$ cat src/rtl/stdq_pkg.sv
// ---------------------------------------------------------------------------
// stdq_pkg
// Shared types, sizes and helpers for the sorted timer deadline queue.
// ---------------------------------------------------------------------------
package stdq_pkg;

  localparam int QUEUE_DEPTH = 16;
  localparam int TIME_BITS   = 32;
  localparam int PTR_W       = $clog2(QUEUE_DEPTH);
  localparam int CNT_W       = $clog2(QUEUE_DEPTH + 1);
  localparam int SUM_W       = CNT_W + 1;
  localparam int PID_W       = 8;

  typedef logic [TIME_BITS-1:0] time_t;
  typedef logic [PTR_W-1:0]     ptr_t;
  typedef logic [CNT_W-1:0]     cnt_t;
  typedef logic [PID_W-1:0]     pid_t;

  typedef enum logic {
    OP_ENQ = 1'b0,
    OP_DEQ = 1'b1
  } op_t;

  typedef enum logic [1:0] {
    STAT_OK    = 2'd0,
    STAT_EMPTY = 2'd1,
    STAT_FULL  = 2'd2
  } status_t;

  typedef struct packed {
    logic  en;
    ptr_t  addr;
    time_t tm;
    pid_t  pid;
  } stdq_wr_t;

  typedef struct packed {
    logic en;
    ptr_t addr;
  } stdq_rd_t;

  // physical slot of a logical offset from the ring base
  function automatic ptr_t wrap_add(ptr_t b, cnt_t off);
    logic [SUM_W-1:0] s;
    s = SUM_W'(b) + SUM_W'(off);
    if (s >= SUM_W'(QUEUE_DEPTH)) begin
      s = s - SUM_W'(QUEUE_DEPTH);
    end
    return PTR_W'(s);
  endfunction

endpackage

$ cat src/rtl/stdq_store.sv
// ---------------------------------------------------------------------------
// stdq_store
// Entry memory of the queue: one write port, one registered read port.
// ---------------------------------------------------------------------------
module stdq_store (
  input  logic             clk,
  input  stdq_pkg::stdq_wr_t wr,
  input  stdq_pkg::stdq_rd_t rd,
  output stdq_pkg::time_t  rd_time,
  output stdq_pkg::pid_t   rd_pid
);
  import stdq_pkg::*;

  time_t mem_time [QUEUE_DEPTH];
  pid_t  mem_pid  [QUEUE_DEPTH];

  always_ff @(posedge clk) begin
    if (wr.en) begin
      mem_time[wr.addr] <= wr.tm;
      mem_pid[wr.addr]  <= wr.pid;
    end
  end

  always_ff @(posedge clk) begin
    if (rd.en) begin
      rd_time <= mem_time[rd.addr];
      rd_pid  <= mem_pid[rd.addr];
    end
  end

endmodule

$ cat src/rtl/sorted_timer_deadline_queue_top.sv
// ---------------------------------------------------------------------------
// sorted_timer_deadline_queue_top
// Timer queue sorted by wake-up time, kept in a ring memory and updated by
// a sequencer around one shared magnitude comparator.
// ---------------------------------------------------------------------------
// sequence: enqueue into an empty or full queue answers from S_START; otherwise
//   S_SCAN shifts each later entry up one slot (one memory read and one compare
//   per step), then writes the new entry; dequeue loads a new head in S_HEAD
// flow: one request in flight, its reply held in an output register until taken
// reset: synchronous, clears count, ring base and handshake state; the entry
//   memory is not cleared
module sorted_timer_deadline_queue_top (
  input  logic                clk,
  input  logic                rst,
  input  logic                in_valid,
  output logic                in_stall,
  input  logic                operation,
  input  logic [7:0]          process_id,
  input  logic [31:0]         end_time,
  output logic                out_valid,
  input  logic                out_stall,
  output logic                restart_timer,
  output logic [7:0]          woken_process,
  output logic [4:0]          entry_count,
  output logic [31:0]         head_time,
  output stdq_pkg::status_t   status
);
  import stdq_pkg::*;

  typedef enum logic [2:0] {
    S_IDLE,
    S_START,
    S_SCAN,
    S_PLACE,
    S_HEAD
  } state_t;

  state_t   state;
  op_t      req_op;
  pid_t     req_pid;
  time_t    req_time;
  cnt_t     occ;
  ptr_t     base;
  cnt_t     idx;
  time_t    head_tm;
  pid_t     head_pid;
  logic     restart;

  stdq_wr_t wr;
  stdq_rd_t rd;
  time_t    rd_time;
  pid_t     rd_pid;
  time_t    cmp_opnd;
  logic     cmp_gt;
  logic     is_full;

  stdq_store u_store (
    .clk     (clk),
    .wr      (wr),
    .rd      (rd),
    .rd_time (rd_time),
    .rd_pid  (rd_pid)
  );

  // shared comparator
  assign cmp_opnd = (state == S_START) ? head_tm : rd_time;
  assign cmp_gt   = cmp_opnd > req_time;
  assign is_full  = occ == CNT_W'(QUEUE_DEPTH);
  assign in_stall = (state != S_IDLE) || (out_valid && out_stall);

  always_comb begin
    wr = '0;
    rd = '0;
    unique case (state)
      S_START: begin
        if (req_op == OP_ENQ) begin
          if (occ == '0) begin
            wr.en   = 1'b1;
            wr.addr = base;
            wr.tm   = req_time;
            wr.pid  = req_pid;
          end else if (!is_full) begin
            rd.en   = 1'b1;
            rd.addr = wrap_add(base, CNT_W'(occ - CNT_W'(1)));
          end
        end else if (occ > CNT_W'(1)) begin
          rd.en   = 1'b1;
          rd.addr = wrap_add(base, CNT_W'(1));
        end
      end
      S_SCAN: begin
        wr.en   = 1'b1;
        wr.addr = wrap_add(base, idx);
        if (cmp_gt) begin
          wr.tm  = rd_time;
          wr.pid = rd_pid;
          if (idx != CNT_W'(1)) begin
            rd.en   = 1'b1;
            rd.addr = wrap_add(base, CNT_W'(idx - CNT_W'(2)));
          end
        end else begin
          wr.tm  = req_time;
          wr.pid = req_pid;
        end
      end
      S_PLACE: begin
        wr.en   = 1'b1;
        wr.addr = base;
        wr.tm   = req_time;
        wr.pid  = req_pid;
      end
      default: begin
      end
    endcase
  end

  always_ff @(posedge clk) begin
    if (rst) begin
      state     <= S_IDLE;
      occ       <= '0;
      base      <= '0;
      out_valid <= 1'b0;
    end else begin
      if (out_valid && !out_stall) begin
        out_valid <= 1'b0;
      end
      unique case (state)
        S_IDLE: begin
          if (in_valid && !in_stall) begin
            req_op   <= op_t'(operation);
            req_pid  <= process_id;
            req_time <= TIME_BITS'(end_time);
            state    <= S_START;
          end
        end
        S_START: begin
          if (req_op == OP_ENQ) begin
            if (is_full) begin
              out_valid     <= 1'b1;
              restart_timer <= 1'b0;
              woken_process <= '0;
              entry_count   <= 5'(occ);
              head_time     <= 32'(head_tm);
              status        <= STAT_FULL;
              state         <= S_IDLE;
            end else if (occ == '0) begin
              occ           <= CNT_W'(1);
              head_tm       <= req_time;
              head_pid      <= req_pid;
              out_valid     <= 1'b1;
              restart_timer <= 1'b1;
              woken_process <= '0;
              entry_count   <= 5'd1;
              head_time     <= 32'(req_time);
              status        <= STAT_OK;
              state         <= S_IDLE;
            end else begin
              restart <= cmp_gt;
              idx     <= occ;
              state   <= S_SCAN;
            end
          end else begin
            if (occ == '0) begin
              out_valid     <= 1'b1;
              restart_timer <= 1'b0;
              woken_process <= '0;
              entry_count   <= '0;
              head_time     <= '0;
              status        <= STAT_EMPTY;
              state         <= S_IDLE;
            end else begin
              woken_process <= head_pid;
              base          <= wrap_add(base, CNT_W'(1));
              occ           <= CNT_W'(occ - CNT_W'(1));
              if (occ == CNT_W'(1)) begin
                out_valid     <= 1'b1;
                restart_timer <= 1'b0;
                entry_count   <= '0;
                head_time     <= '0;
                status        <= STAT_OK;
                state         <= S_IDLE;
              end else begin
                state <= S_HEAD;
              end
            end
          end
        end
        S_SCAN: begin
          if (cmp_gt) begin
            idx <= CNT_W'(idx - CNT_W'(1));
            if (idx == CNT_W'(1)) begin
              state <= S_PLACE;
            end
          end else begin
            occ           <= CNT_W'(occ + CNT_W'(1));
            out_valid     <= 1'b1;
            restart_timer <= restart;
            woken_process <= '0;
            entry_count   <= 5'(occ + CNT_W'(1));
            head_time     <= 32'(head_tm);
            status        <= STAT_OK;
            state         <= S_IDLE;
          end
        end
        S_PLACE: begin
          head_tm       <= req_time;
          head_pid      <= req_pid;
          occ           <= CNT_W'(occ + CNT_W'(1));
          out_valid     <= 1'b1;
          restart_timer <= restart;
          woken_process <= '0;
          entry_count   <= 5'(occ + CNT_W'(1));
          head_time     <= 32'(req_time);
          status        <= STAT_OK;
          state         <= S_IDLE;
        end
        S_HEAD: begin
          head_tm       <= rd_time;
          head_pid      <= rd_pid;
          out_valid     <= 1'b1;
          restart_timer <= 1'b0;
          entry_count   <= 5'(occ);
          head_time     <= 32'(rd_time);
          status        <= STAT_OK;
          state         <= S_IDLE;
        end
        default: begin
          state <= S_IDLE;
        end
      endcase
    end
  end

endmodule

$ cat config.mk
export PLATFORM = sky130hd
export DESIGN_NAME = sorted_timer_deadline_queue_top
export DESIGN_NICKNAME = d
export VERILOG_FILES = /design/src/rtl/stdq_pkg.sv /design/src/rtl/stdq_store.sv /design/src/rtl/sorted_timer_deadline_queue_top.sv
export SDC_FILE = /design/constraint.sdc
export NUM_CORES = 1
export LEC_CHECK = 0
export BUFFER_PORTS_ARGS = -buffer_cell sky130_fd_sc_hd__buf_4
export CAP_MARGIN = 20
export CORE_ASPECT_RATIO = 1.1
export CORE_MARGIN = 4
export CORE_UTILIZATION = 45
export DETAILED_ROUTE_END_ITERATION = 16
export PLACE_DENSITY = 0.61
export SLEW_MARGIN = 20
export SYNTH_ARGS = -nofsm -noshare
export SYNTH_HDL_FRONTEND = slang
export SYNTH_SLANG_ARGS = --single-unit
$ cat constraint.sdc
create_clock -name clk -period 8.1 [get_ports clk]
set_clock_uncertainty 0.1 [all_clocks]
set_input_delay 1.215 -clock clk [delete_from_list [all_inputs] [get_ports clk]]
set_output_delay 1.215 -clock clk [all_outputs]
set_load 0.02 [all_outputs]
* Word level (Yosys, flattened, before mapping) *
Memories as Yosys holds them, arrays and structs flattened. A register that Yosys moved wholly into a read port is not among the register bits.
Index checks and enable logic that the tools add are counted.

operators by class
  $add $sub $neg = 12
  $mul = 0
  div/mod/pow operators = 0
  magnitude comparators = 6
  eq/ne operators = 21
  shift-type cells = 0
  mux-type cells = 85
  bitwise gates (word level) = 4
  reductions and logical operators = 25

operators by type and width
  kind                   count
  $mux W32               9
  $pmux W45 S3           1
  $pmux W32 S4           1
  $pmux W32 S3           1
  $mux W5                19
  $mux W45               2
  $mux W8                8
  $pmux W8 S3            2
  $mux W40               1
  $gt A32 B32 Y1         1
  $reduce_and A5 Y1      5
  $pmux W5 S2            2
  $pmux W5 S4            1
  $add A4 B5 Y6          3
  $ge A6 B5 Y1 const B   3
  $mux W3                6
  $mux W2                8
  $mux W4                4
  $sub A4 B1 Y4 const B  4
  $mux W1                15
  $pmux W5 S3            1
  $ne A2 B2 Y1 const B   6
  $reduce_bool A3 Y1     4
  $eq A5 B1 Y1 const B   2
  other kinds (33)       44

word-level totals
  flip-flop bits (word level) = 148
  bits in latches = 0
  bits in writable memories = 640
  bits in read-only memories = 0
  input bits = 45
  output and inout bits = 50
  logic and storage cells = 171
  memories kept = 2

memories
  memory            words  width  read ports  clocked after memory_dff  write ports  RTL line          source
  u_store.mem_time  16     32     1           1                         1            stdq_store.sv:14  time_t mem_time [QUEUE_DEPTH];
  u_store.mem_pid   16     8      1           1                         1            stdq_store.sv:15  pid_t mem_pid [QUEUE_DEPTH];

* Longest topological paths before layout *
Gate-level depths: netlist of the first run.

  depth in word-level cells = 8
  gate-level depth with buffers = 20
  depth with buffers taken out = 13

* Hierarchy *
A second synthesis of the first run with hierarchy kept.

second synthesis, totals
  cell total of the unflattened synthesis = 1901
  area total of the unflattened synthesis = 34315.4 um2

modules (own cells, without submodules)
  module                           times used  cells each  area an instance (um2)  sequential area each (um2)
  stdq_store                       1           1040        25530.7                 20419.6
  sorted_timer_deadline_queue_top  1           861         8784.7                  4314.1

* Worst setup path after synthesis of the first run *
Ideal clock, no wire load.

  kind = register to register
  start = register state[2]
  end = register entry_count[0], enable pin
  setup time = 528 ps
  arrival time = 7311 ps
  data required time = 7472 ps
  setup slack = 161 ps
  stages on the path, launching flop included = 17
  path buffers = 6
  clock period less this slack = 7939 ps
  path through = dfxtp_1 buf_6 nand2b_4 nor2_1 clkbuf_1 buf_1 mux2_2 ha_1 nand4_1 nor4_1 and2_1 nor2_1 a32o_1 buf_6 clkbuf_1 buf_1 nor4_1

on the way
  word-level cells in the longest chain between the ends = 5
  elaborated cells between the ends (all ways) = 11
  classes of those cells = 1 x order compare; 7 x eq/ne; 1 x mux; 2 x reduce/logical

ends and longest elaborated chain
  what                           RTL line                                                                       source
  start: declaration             sorted_timer_deadline_queue_top.sv:38                                          state_t state;
  start signal: assignment       sorted_timer_deadline_queue_top.sv:119                                         state <= S_IDLE;
  start signal: assignment       sorted_timer_deadline_queue_top.sv:133                                         state <= S_START;
  start signal: assignment       sorted_timer_deadline_queue_top.sv:145                                         state <= S_IDLE;
  $eq A3 B1 Y1                   sorted_timer_deadline_queue_top.sv:66, sorted_timer_deadline_queue_top.sv:127
  $mux W32                       sorted_timer_deadline_queue_top.sv:66                                          assign cmp_opnd = (state == S_START) ? head_tm : rd_time;
  $gt A32 B32 Y1                 sorted_timer_deadline_queue_top.sv:67                                          assign cmp_gt = cmp_opnd > req_time;
  $ne A2 B2 Y1 (no line)         --
  $reduce_and A5 Y1 (no line) *  --
  end signal: assignment         sorted_timer_deadline_queue_top.sv:142                                         entry_count <= 5'(occ);
  end signal: assignment         sorted_timer_deadline_queue_top.sv:199                                         entry_count <= 5'(occ + CNT_W'(1));
  end signal: assignment         sorted_timer_deadline_queue_top.sv:212                                         entry_count <= 5'(occ + CNT_W'(1));
  end: declaration               sorted_timer_deadline_queue_top.sv:24                                          output logic [4:0] entry_count,

Every way passes the cells marked *; elsewhere a longest branch is shown, timed or not.
A chain may end at the register's enable or synchronous reset.

* Worst setup path in the final report of the first run *
  start = register state[0]
  end = register u_store.rd_time[4] (read register of u_store.mem_time) (data pin)

on the way
  word-level cells in the longest chain between the ends = 5
  elaborated cells between the ends (all ways) = 6
  classes of those cells = 1 x order compare; 2 x eq/ne; 3 x mux

ends and longest elaborated chain
  what              RTL line                                                                      source
  $eq A3 B1 Y1      sorted_timer_deadline_queue_top.sv:66, sorted_timer_deadline_queue_top.sv:74
  $mux W32          sorted_timer_deadline_queue_top.sv:66
  $gt A32 B32 Y1    sorted_timer_deadline_queue_top.sv:67
  $mux W5           sorted_timer_deadline_queue_top.sv:94                                         if (cmp_gt) begin
  $pmux W5 S2 *     sorted_timer_deadline_queue_top.sv:74                                         unique case (state)
  end: declaration  stdq_store.sv:9                                                               output stdq_pkg::time_t rd_time,

Marked as above.

==> impl_metrics.ini, run 1 <==
[layout]
diodes = 0
layout-drive-gt1-share_pct = 24.4
fill_cells = 6027
area_delta_synth_final_pct = 13.8
fin_nets = 2099

[sta]
slew_violations = 0
finalHoldWorstSlack_ns = 0.422
finalSetupTns_ns = 0
max_freq_mhz = 149
setup_viol = 0
finalWorstSetupSlack_ns = 1.39
slew_headroom_pct = 26.9
min_period_ns = 6.71
rsz0062_at_grt = false
worst_slew_pin_slew_ns = 1.09
hold_viol = 0
post-route-period-util_pct = 82.8

[global_route]
overflow = 0
grt_max_degree = 97
antenna_found_initial = 1
grt_usage_pct = 22.4
grt_pass1_vias = 18800
grt_pass1_wl_um = 132000

[die]
start_util_pct = 45.7
ioPinCount = 95
die_h_um = 298
dieArea_sq_um = 80800
dieWidth_um = 271
num_rows = 105
core_sq_um = 75100

[place]
gp_congestion = 0.828
dp_slack_ns = 1.50
io_buffers = 94
dp_hpwl_um = 50300

[clock_network]
numCtsBuffers = 84
clk_latency_ns = 0.63
post_cts_buffers = 0
cts.sinks = 828
cts_buffer_depth = 3
cts-root-buf = clkbuf_16
ctsHoldBuffers = 0
clk_pin_slew_ns = 0.07
cts_tree = done
htreeDepth = 3
cts_resized = 0

[synthesis]
synth-seq-area-share_pct = 72.1
synth_top_area_cell = edfxtp_1
synth_ff_type = edfxtp_1
synth_edf_count = 815
synth_compound_area_share_pct = 7.28
synth_top_family_by_area = multiplexers
muxShareOfSynthArea_pct = 12.7
ys_seq_elements = 828
ys_warn_count = 0
synth-simple-area-share_pct = 3.33
synth.distinct_cells = 55
avgSynthCellArea_sq_um = 18.2
async_flop_share_pct = 0
yosysMostFrequentCell = edfxtp_1
synth-xor-area-share_pct = 0.536
syn_inst = 1890
synth_common_cells = 815 x edfxtp_1, 142 x mux4_2, 131 x nand2_1, 84 x a22oi_1, 78 x o21ai_0
netlist_area_sq_um = 34300
synthAdderAreaFrac_pct = 1.92
synth.top_cell.area_share_pct = 71.3
synthTopCellsByArea = edfxtp_1 71%, mux4_2 9.3%, a22oi_1 1.8%
synth_fp_nets = 1986

[drt]
drc = 0
drtPass1Iterations = 5
ant_nets = 0
drtIter0Drc = 2213
vias = 18800
viasPerCell = 6.11
routed_wl_um = 91400
post_drt_wl_per_cell_um = 29.7

[min_path]
hold_class = flop to flop
hold_start = head_pid[5]
holdPathEnd = woken_process[5]
hold-path-cell-count = 1

[flow_run]
drv_cap = 0

[setup_path]
rr_startpoint = state[0]
cp-start-kind = flop
crit_fanout = 47
critical_path_class = flop to flop
slowest_stage = dfxtp_2
path_cells = nand2b_4 -> nor2_4 -> mux2_2 -> ha_1 -> nand4_1 -> nor4_1 -> o31a_1 -> a32o_2 -> a31o_4 -> buf_4 -> mux4_2 -> a22oi_1 -> nand2_1
cp_num_buf_inv = 1
worst_r2r_endpoint = u_store.rd_time[4]
crit_family = simple AND/OR/NAND/NOR gates
cp-end-kind = flop
slowest_delay_ns = 1.02
crit_required_ns = 8.36
crit_arrival_ns = 6.97
reg2reg_depth = 13
rrSetupSlack_ns = 1.39

[pwr]
p_leak_nw = 13.0
irDropWorstVdd_mv = 0.139
powerDensity_nw_per_um2 = 278

[run_status]
outcome = finished, final reports clean
==> cell usage in the layout, fill, tap and decap left out, types with 7 or more instances in the layout <==
master	instances
a21oi_1	38
o21ai_0	78
clkbuf_16	85
nor2_4	23
nor3_1	7
a22o_1	41
and2_1	10
buf_4	137
a22oi_1	84
clkbuf_1	17
xnor2_1	9
clkinv_2	14
xor2_1	12
o22a_1	30
ha_1	48
dfxtp_1	12
nand2_1	131
mux4_1	18
bufinv_16	8
mux2_2	32
nand4_1	9
nand3_1	17
inv_1	42
clkinv_1	13
o221a_2	30
nor2_1	38
mux4_2	142
edfxtp_1	815
mux2i_1	33
==> stage by stage <==
step / power (mW) / cells / instance area, sq um / util [%]
floorplan: 6.54 / 1890 / 34300 / -
global placement: 7.15 / 2929 / 36300 / 48.3
detailed placement: 7.18 / 2932 / 36400 / 48.4
CTS: 10.9 / 3077 / 39000 / 51.9
global route: 11.3 / 3078 / 39100 / 52.0
finish: 10.9 / 3078 / 39100 / 52.0
==> sequential cells by signal, indices dropped and copies added (netlist names) <==
signal,cells
u_store.mem_time,512
base,4
u_store.rd_pid,8
head_pid,8
idx,5
req_op,1
state,3
out_valid,1
occ,5
head_time,32
req_time,32
head_tm,32
req_pid,8
entry_count,5
u_store.rd_time,32
restart,1
restart_timer,1
woken_process,8
u_store.mem_pid,128
status,2
==> report_power, final <==
| group | total [mW] | leakage [nW] | switching, mW | internal [mW] |
|---|---|---|---|---|
| sequential | 5.23 | 7.63 | 0.161 | 5.07 |
| clock | 3.76 | 1.27 | 1.59 | 2.17 |
| combinational | 1.87 | 4.07 | 1.12 | 0.749 |
==> kinds of logic after synthesis <==
family / Yosys count
AO/OA/AOI/OAI: 343
multiplexers: 225
AND/OR/NAND/NOR: 263
flip-flops: 828
buffers and inverters: 159
XOR/XNOR: 21
adder cells (fa/ha/maj): 51
==> worst max-delay path by stage <==
stage	startpoint	endpoint	depth (start not counted)
global route	state[0]	u_store.rd_time[0]	13
global placement	state[0]	u_store.rd_pid[0]	13
floorplan	state[2]	entry_count[0]	16
detailed placement	state[0]	u_store.rd_pid[1]	13
finish	state[0]	u_store.rd_time[4]	13
CTS	state[0]	u_store.rd_time[4]	13
==> layout make-up <==
type | count | area, sq um | area share, %
Multi-Input combinational cell | 903 | 9070 | 23.2
Inverter | 42 | 158 | 0.404
Clock inverter | 43 | 423 | 1.08
Sequential cell | 828 | 24700 | 63.3
Timing Repair Buffer | 144 | 1200 | 3.07
Tap cell | 1016 | 1270 | 3.26
Clock buffer | 102 | 2190 | 5.61
==> routing by layer <==
layer,wire length (um),vias to the layer above,share of wire (%),global-route usage (%)
met5,0,-,0,0
met4,2230,0,2.4,6.60
met3,6860,138,7.5,3.52
met2,44200,872,48,35.8
met1,38000,9846,42,32.2
li1,-,7947,-,-
(Power assumes the default switching activity.)
==> run 2: changes to the inputs <==
--- a/config.mk
+++ b/config.mk
@@ -5,13 +5,14 @@
 export SDC_FILE = /design/constraint.sdc
 export NUM_CORES = 1
 export LEC_CHECK = 0
+export ABC_AREA = 1
 export BUFFER_PORTS_ARGS = -buffer_cell sky130_fd_sc_hd__buf_4
 export CAP_MARGIN = 20
 export CORE_ASPECT_RATIO = 1.1
 export CORE_MARGIN = 4
 export CORE_UTILIZATION = 45
 export DETAILED_ROUTE_END_ITERATION = 16
-export PLACE_DENSITY = 0.61
+export PLACE_DENSITY = 0.59
 export SLEW_MARGIN = 20
 export SYNTH_ARGS = -nofsm -noshare
 export SYNTH_HDL_FRONTEND = slang
==> constraint.sdc (replaced) <==
create_clock -name clk -period 6.9 [get_ports clk]
set_clock_uncertainty 0.1 [all_clocks]
set_input_delay 1.035 -clock clk [delete_from_list [all_inputs] [get_ports clk]]
set_output_delay 1.035 -clock clk [all_outputs]
set_load 0.02 [all_outputs]
==> impl_metrics.ini, run 2 <==
[run_status]
outcome = finished, final reports clean

[setup_path]
worst_r2r_endpoint = u_store.mem_time[15][11]
critical_path_class = flop to flop
crit_arrival_ns = 5.49
cp-start-kind = flop
crit_fanout = 35
cp-end-kind = flop
crit_required_ns = 7.08
reg2reg_depth = 19
rr_startpoint = state[2]
rrSetupSlack_ns = 1.58

[global_route]
grt_max_degree = 179
antenna_found_initial = 2
grt_pass1_wl_um = 150000
globalRouteMet1Util_pct = 32.8
busiest_layer = met2
overflow = 0
grtUsageMet3_pct = 3.07
grt_pass1_vias = 24000
grt_usage_pct = 23.1
grt_use_met2_pct = 37.1

[synthesis]
synth_compound_area_share_pct = 4.66
synth.top_cell.area_share_pct = 68.2
synth_edf_count = 815
netlist_area_sq_um = 35900
synth_top_family_by_area = simple AND/OR/NAND/NOR gates
ys_seq_elements = 828
ys_warn_count = 0
synth_common_cells = 815 x edfxtp_1, 814 x nand3_1, 720 x nand2_1, 131 x inv_1, 115 x o21ai_0
synth-seq-area-share_pct = 68.9
synth.distinct_cells = 45
synthTopCellsByArea = edfxtp_1 68%, nand3_1 11%, nand2_1 7.5%
synthAdderAreaFrac_pct = 1.84
synth_top_area_cell = edfxtp_1
avgSynthCellArea_sq_um = 11.4
synth-simple-area-share_pct = 20.3
synth_ff_type = edfxtp_1
syn_inst = 3153
yosysMostFrequentCell = edfxtp_1
muxShareOfSynthArea_pct = 0
synth_fp_nets = 3249
synth-xor-area-share_pct = 0.341
async_flop_share_pct = 0

[place]
dp_hpwl_um = 55500
gp_congestion = 0.868
io_buffers = 94
placedCellCount = 4172

[pwr]
combPwrFrac_pct = 24.9
p_leak_nw = 15.0
irDropWorstVdd_mv = 0.233
p_clk_share_pct = 30.8
p_switching_mw = 4.48
powerDensity_nw_per_um2 = 346
internal_power_mw = 9.56
switching_share_pct = 31.9
seq_power_share_pct = 44.3

[drt]
drc = 0
ant_nets = 0
post_drt_wl_per_cell_um = 23.3
routed_wl_um = 100000
drtIter0Drc = 2932
drtPass1Iterations = 6
viasPerCell = 5.84
vias = 25200

[layout]
final_common_cell = edfxtp_1
final_cell_mix = 815 x edfxtp_1, 814 x nand3_1, 717 x nand2_1
fin_nets = 3308
layout-drive-gt1-share_pct = 10.6
fill_cells = 6783
area_delta_synth_final_pct = 13.1
largestRegisters = u_store.mem_time x512, u_store.mem_pid x128
final_cell_count_no_fill = 4318
multi_input_area_sq_um = 10000
regMostFlops = u_store.mem_time
largest_reg_flops = 512
diodes = 0
seq_area_sq_um = 24700

[sta]
post-route-period-util_pct = 77.0
hold_viol = 0
slew_headroom_pct = 24.7
slew_violations = 0
finalHoldWorstSlack_ns = 0.454
setup_viol = 0
worst_slew_pin_slew_ns = 1.13
max_freq_mhz = 188
rsz0062_at_grt = false
finalSetupTns_ns = 0
min_period_ns = 5.32

[clock_network]
cts_resized = 0
cts_buffer_depth = 3
clk_latency_ns = 0.64
cts.sinks = 828
numCtsBuffers = 82
post_cts_buffers = 0
htreeDepth = 3
cts_tree = done
clk_pin_slew_ns = 0.06
ctsHoldBuffers = 0
cts-root-buf = clkbuf_16

[min_path]
hold_start = head_pid[3]
hold_class = flop to flop
hold-path-cell-count = 2
holdPathEnd = woken_process[3]

[die]
core_sq_um = 79100
num_rows = 108
ioPinCount = 95
dieWidth_um = 277
dieArea_sq_um = 84400
start_util_pct = 45.4
die_h_um = 304

[flow_run]
drv_cap = 0
==> run 2: power groups by stage <==
| stage | registers, mW | logic [mW] | clock network [mW] |
|---|---|---|---|
| 2_1_floorplan | 6.33 | 2.30 | 0 |
| 3_3_place_gp | 6.32 | 3.40 | 0 |
| 3_5_place_dp | 6.32 | 3.46 | 0 |
| 4_1_cts | 6.22 | 3.48 | 4.41 |
| 5_1_grt | 6.24 | 3.88 | 4.62 |
| 6_report | 6.22 | 3.49 | 4.32 |
==> run 2: stage by stage <==
stage | area, sq um | power [mW] | utilization (%) | worst slack, ns
detailed placement | 38000 | 9.79 | 48.1 | 1.58
floorplan | 35900 | 8.63 | - | 0.963
finish | 40600 | 14.0 | 51.4 | 1.58
global route | 40600 | 14.7 | 51.4 | 1.14
CTS | 40600 | 14.1 | 51.3 | 1.54
global placement | 38000 | 9.73 | 48.1 | 1.71
==> run 2: final cells by class <==
class / count / area share [%]
clock buffers: 109 / 5.45
clock inverters: 36 / 0.841
inverters: 139 / 1.29
multi-input cells: 1980 / 24.7
flip-flops and latches: 828 / 60.9
well taps: 1045 / 3.22
repair buffers: 181 / 3.65
==> run 2: critical path: stages (launching register included) <==
cell      delay (ns)
dfxtp_1         0.37
inv_2           0.12
nand2_2         0.09
nor2_4          0.57
buf_4           0.43
inv_2           0.19
nand2_1         0.09
o21ai_0         0.08
ha_1            0.30
nand2_1         0.07
nor2_1          0.14
nand4_1         0.09
nor3_1          0.14
nand2_1         0.14
a21boi_2        0.24
or2_2           0.32
inv_1           0.21
nor2_2          0.05
buf_4           0.28
o22ai_1         0.91
==> run 2: kinds of logic (layout without fill, tap and decap cells) <==
logic type | Yosys count | after routing
flip-flops | 828 | 828
XOR/XNOR | 14 | 14
adder cells (fa/ha/maj) | 51 | 51
AND/OR/NAND/NOR | 1648 | 1648
AO/OA/AOI/OAI | 267 | 267
buffers and inverters | 345 | 465
==> run 2: worst max-delay path by stage <==
stage	start	to	slack, ns	depth (start not counted)
floorplan	state[2]	entry_count[0]	0.96	18
global placement	state[2]	u_store.mem_time[8][12]	1.71	19
detailed placement	state[2]	u_store.mem_time[9][12]	1.58	19
CTS	state[2]	u_store.mem_time[2][29]	1.54	19
global route	state[2]	u_store.mem_time[11][18]	1.14	19
finish	state[2]	u_store.mem_time[15][11]	1.58	19
==> run 2: metal layers <==
| layer | up-vias | part of all wire (%) | routed length [um] |
|---|---|---|---|
| met5 | - | 0 | 0 |
| met4 | 0 | 2.6 | 2650 |
| met3 | 164 | 7.8 | 7800 |
| met1 | 12500 | 43 | 42900 |
| li1 | 11500 | - | - |
| met2 | 1133 | 47 | 47100 |
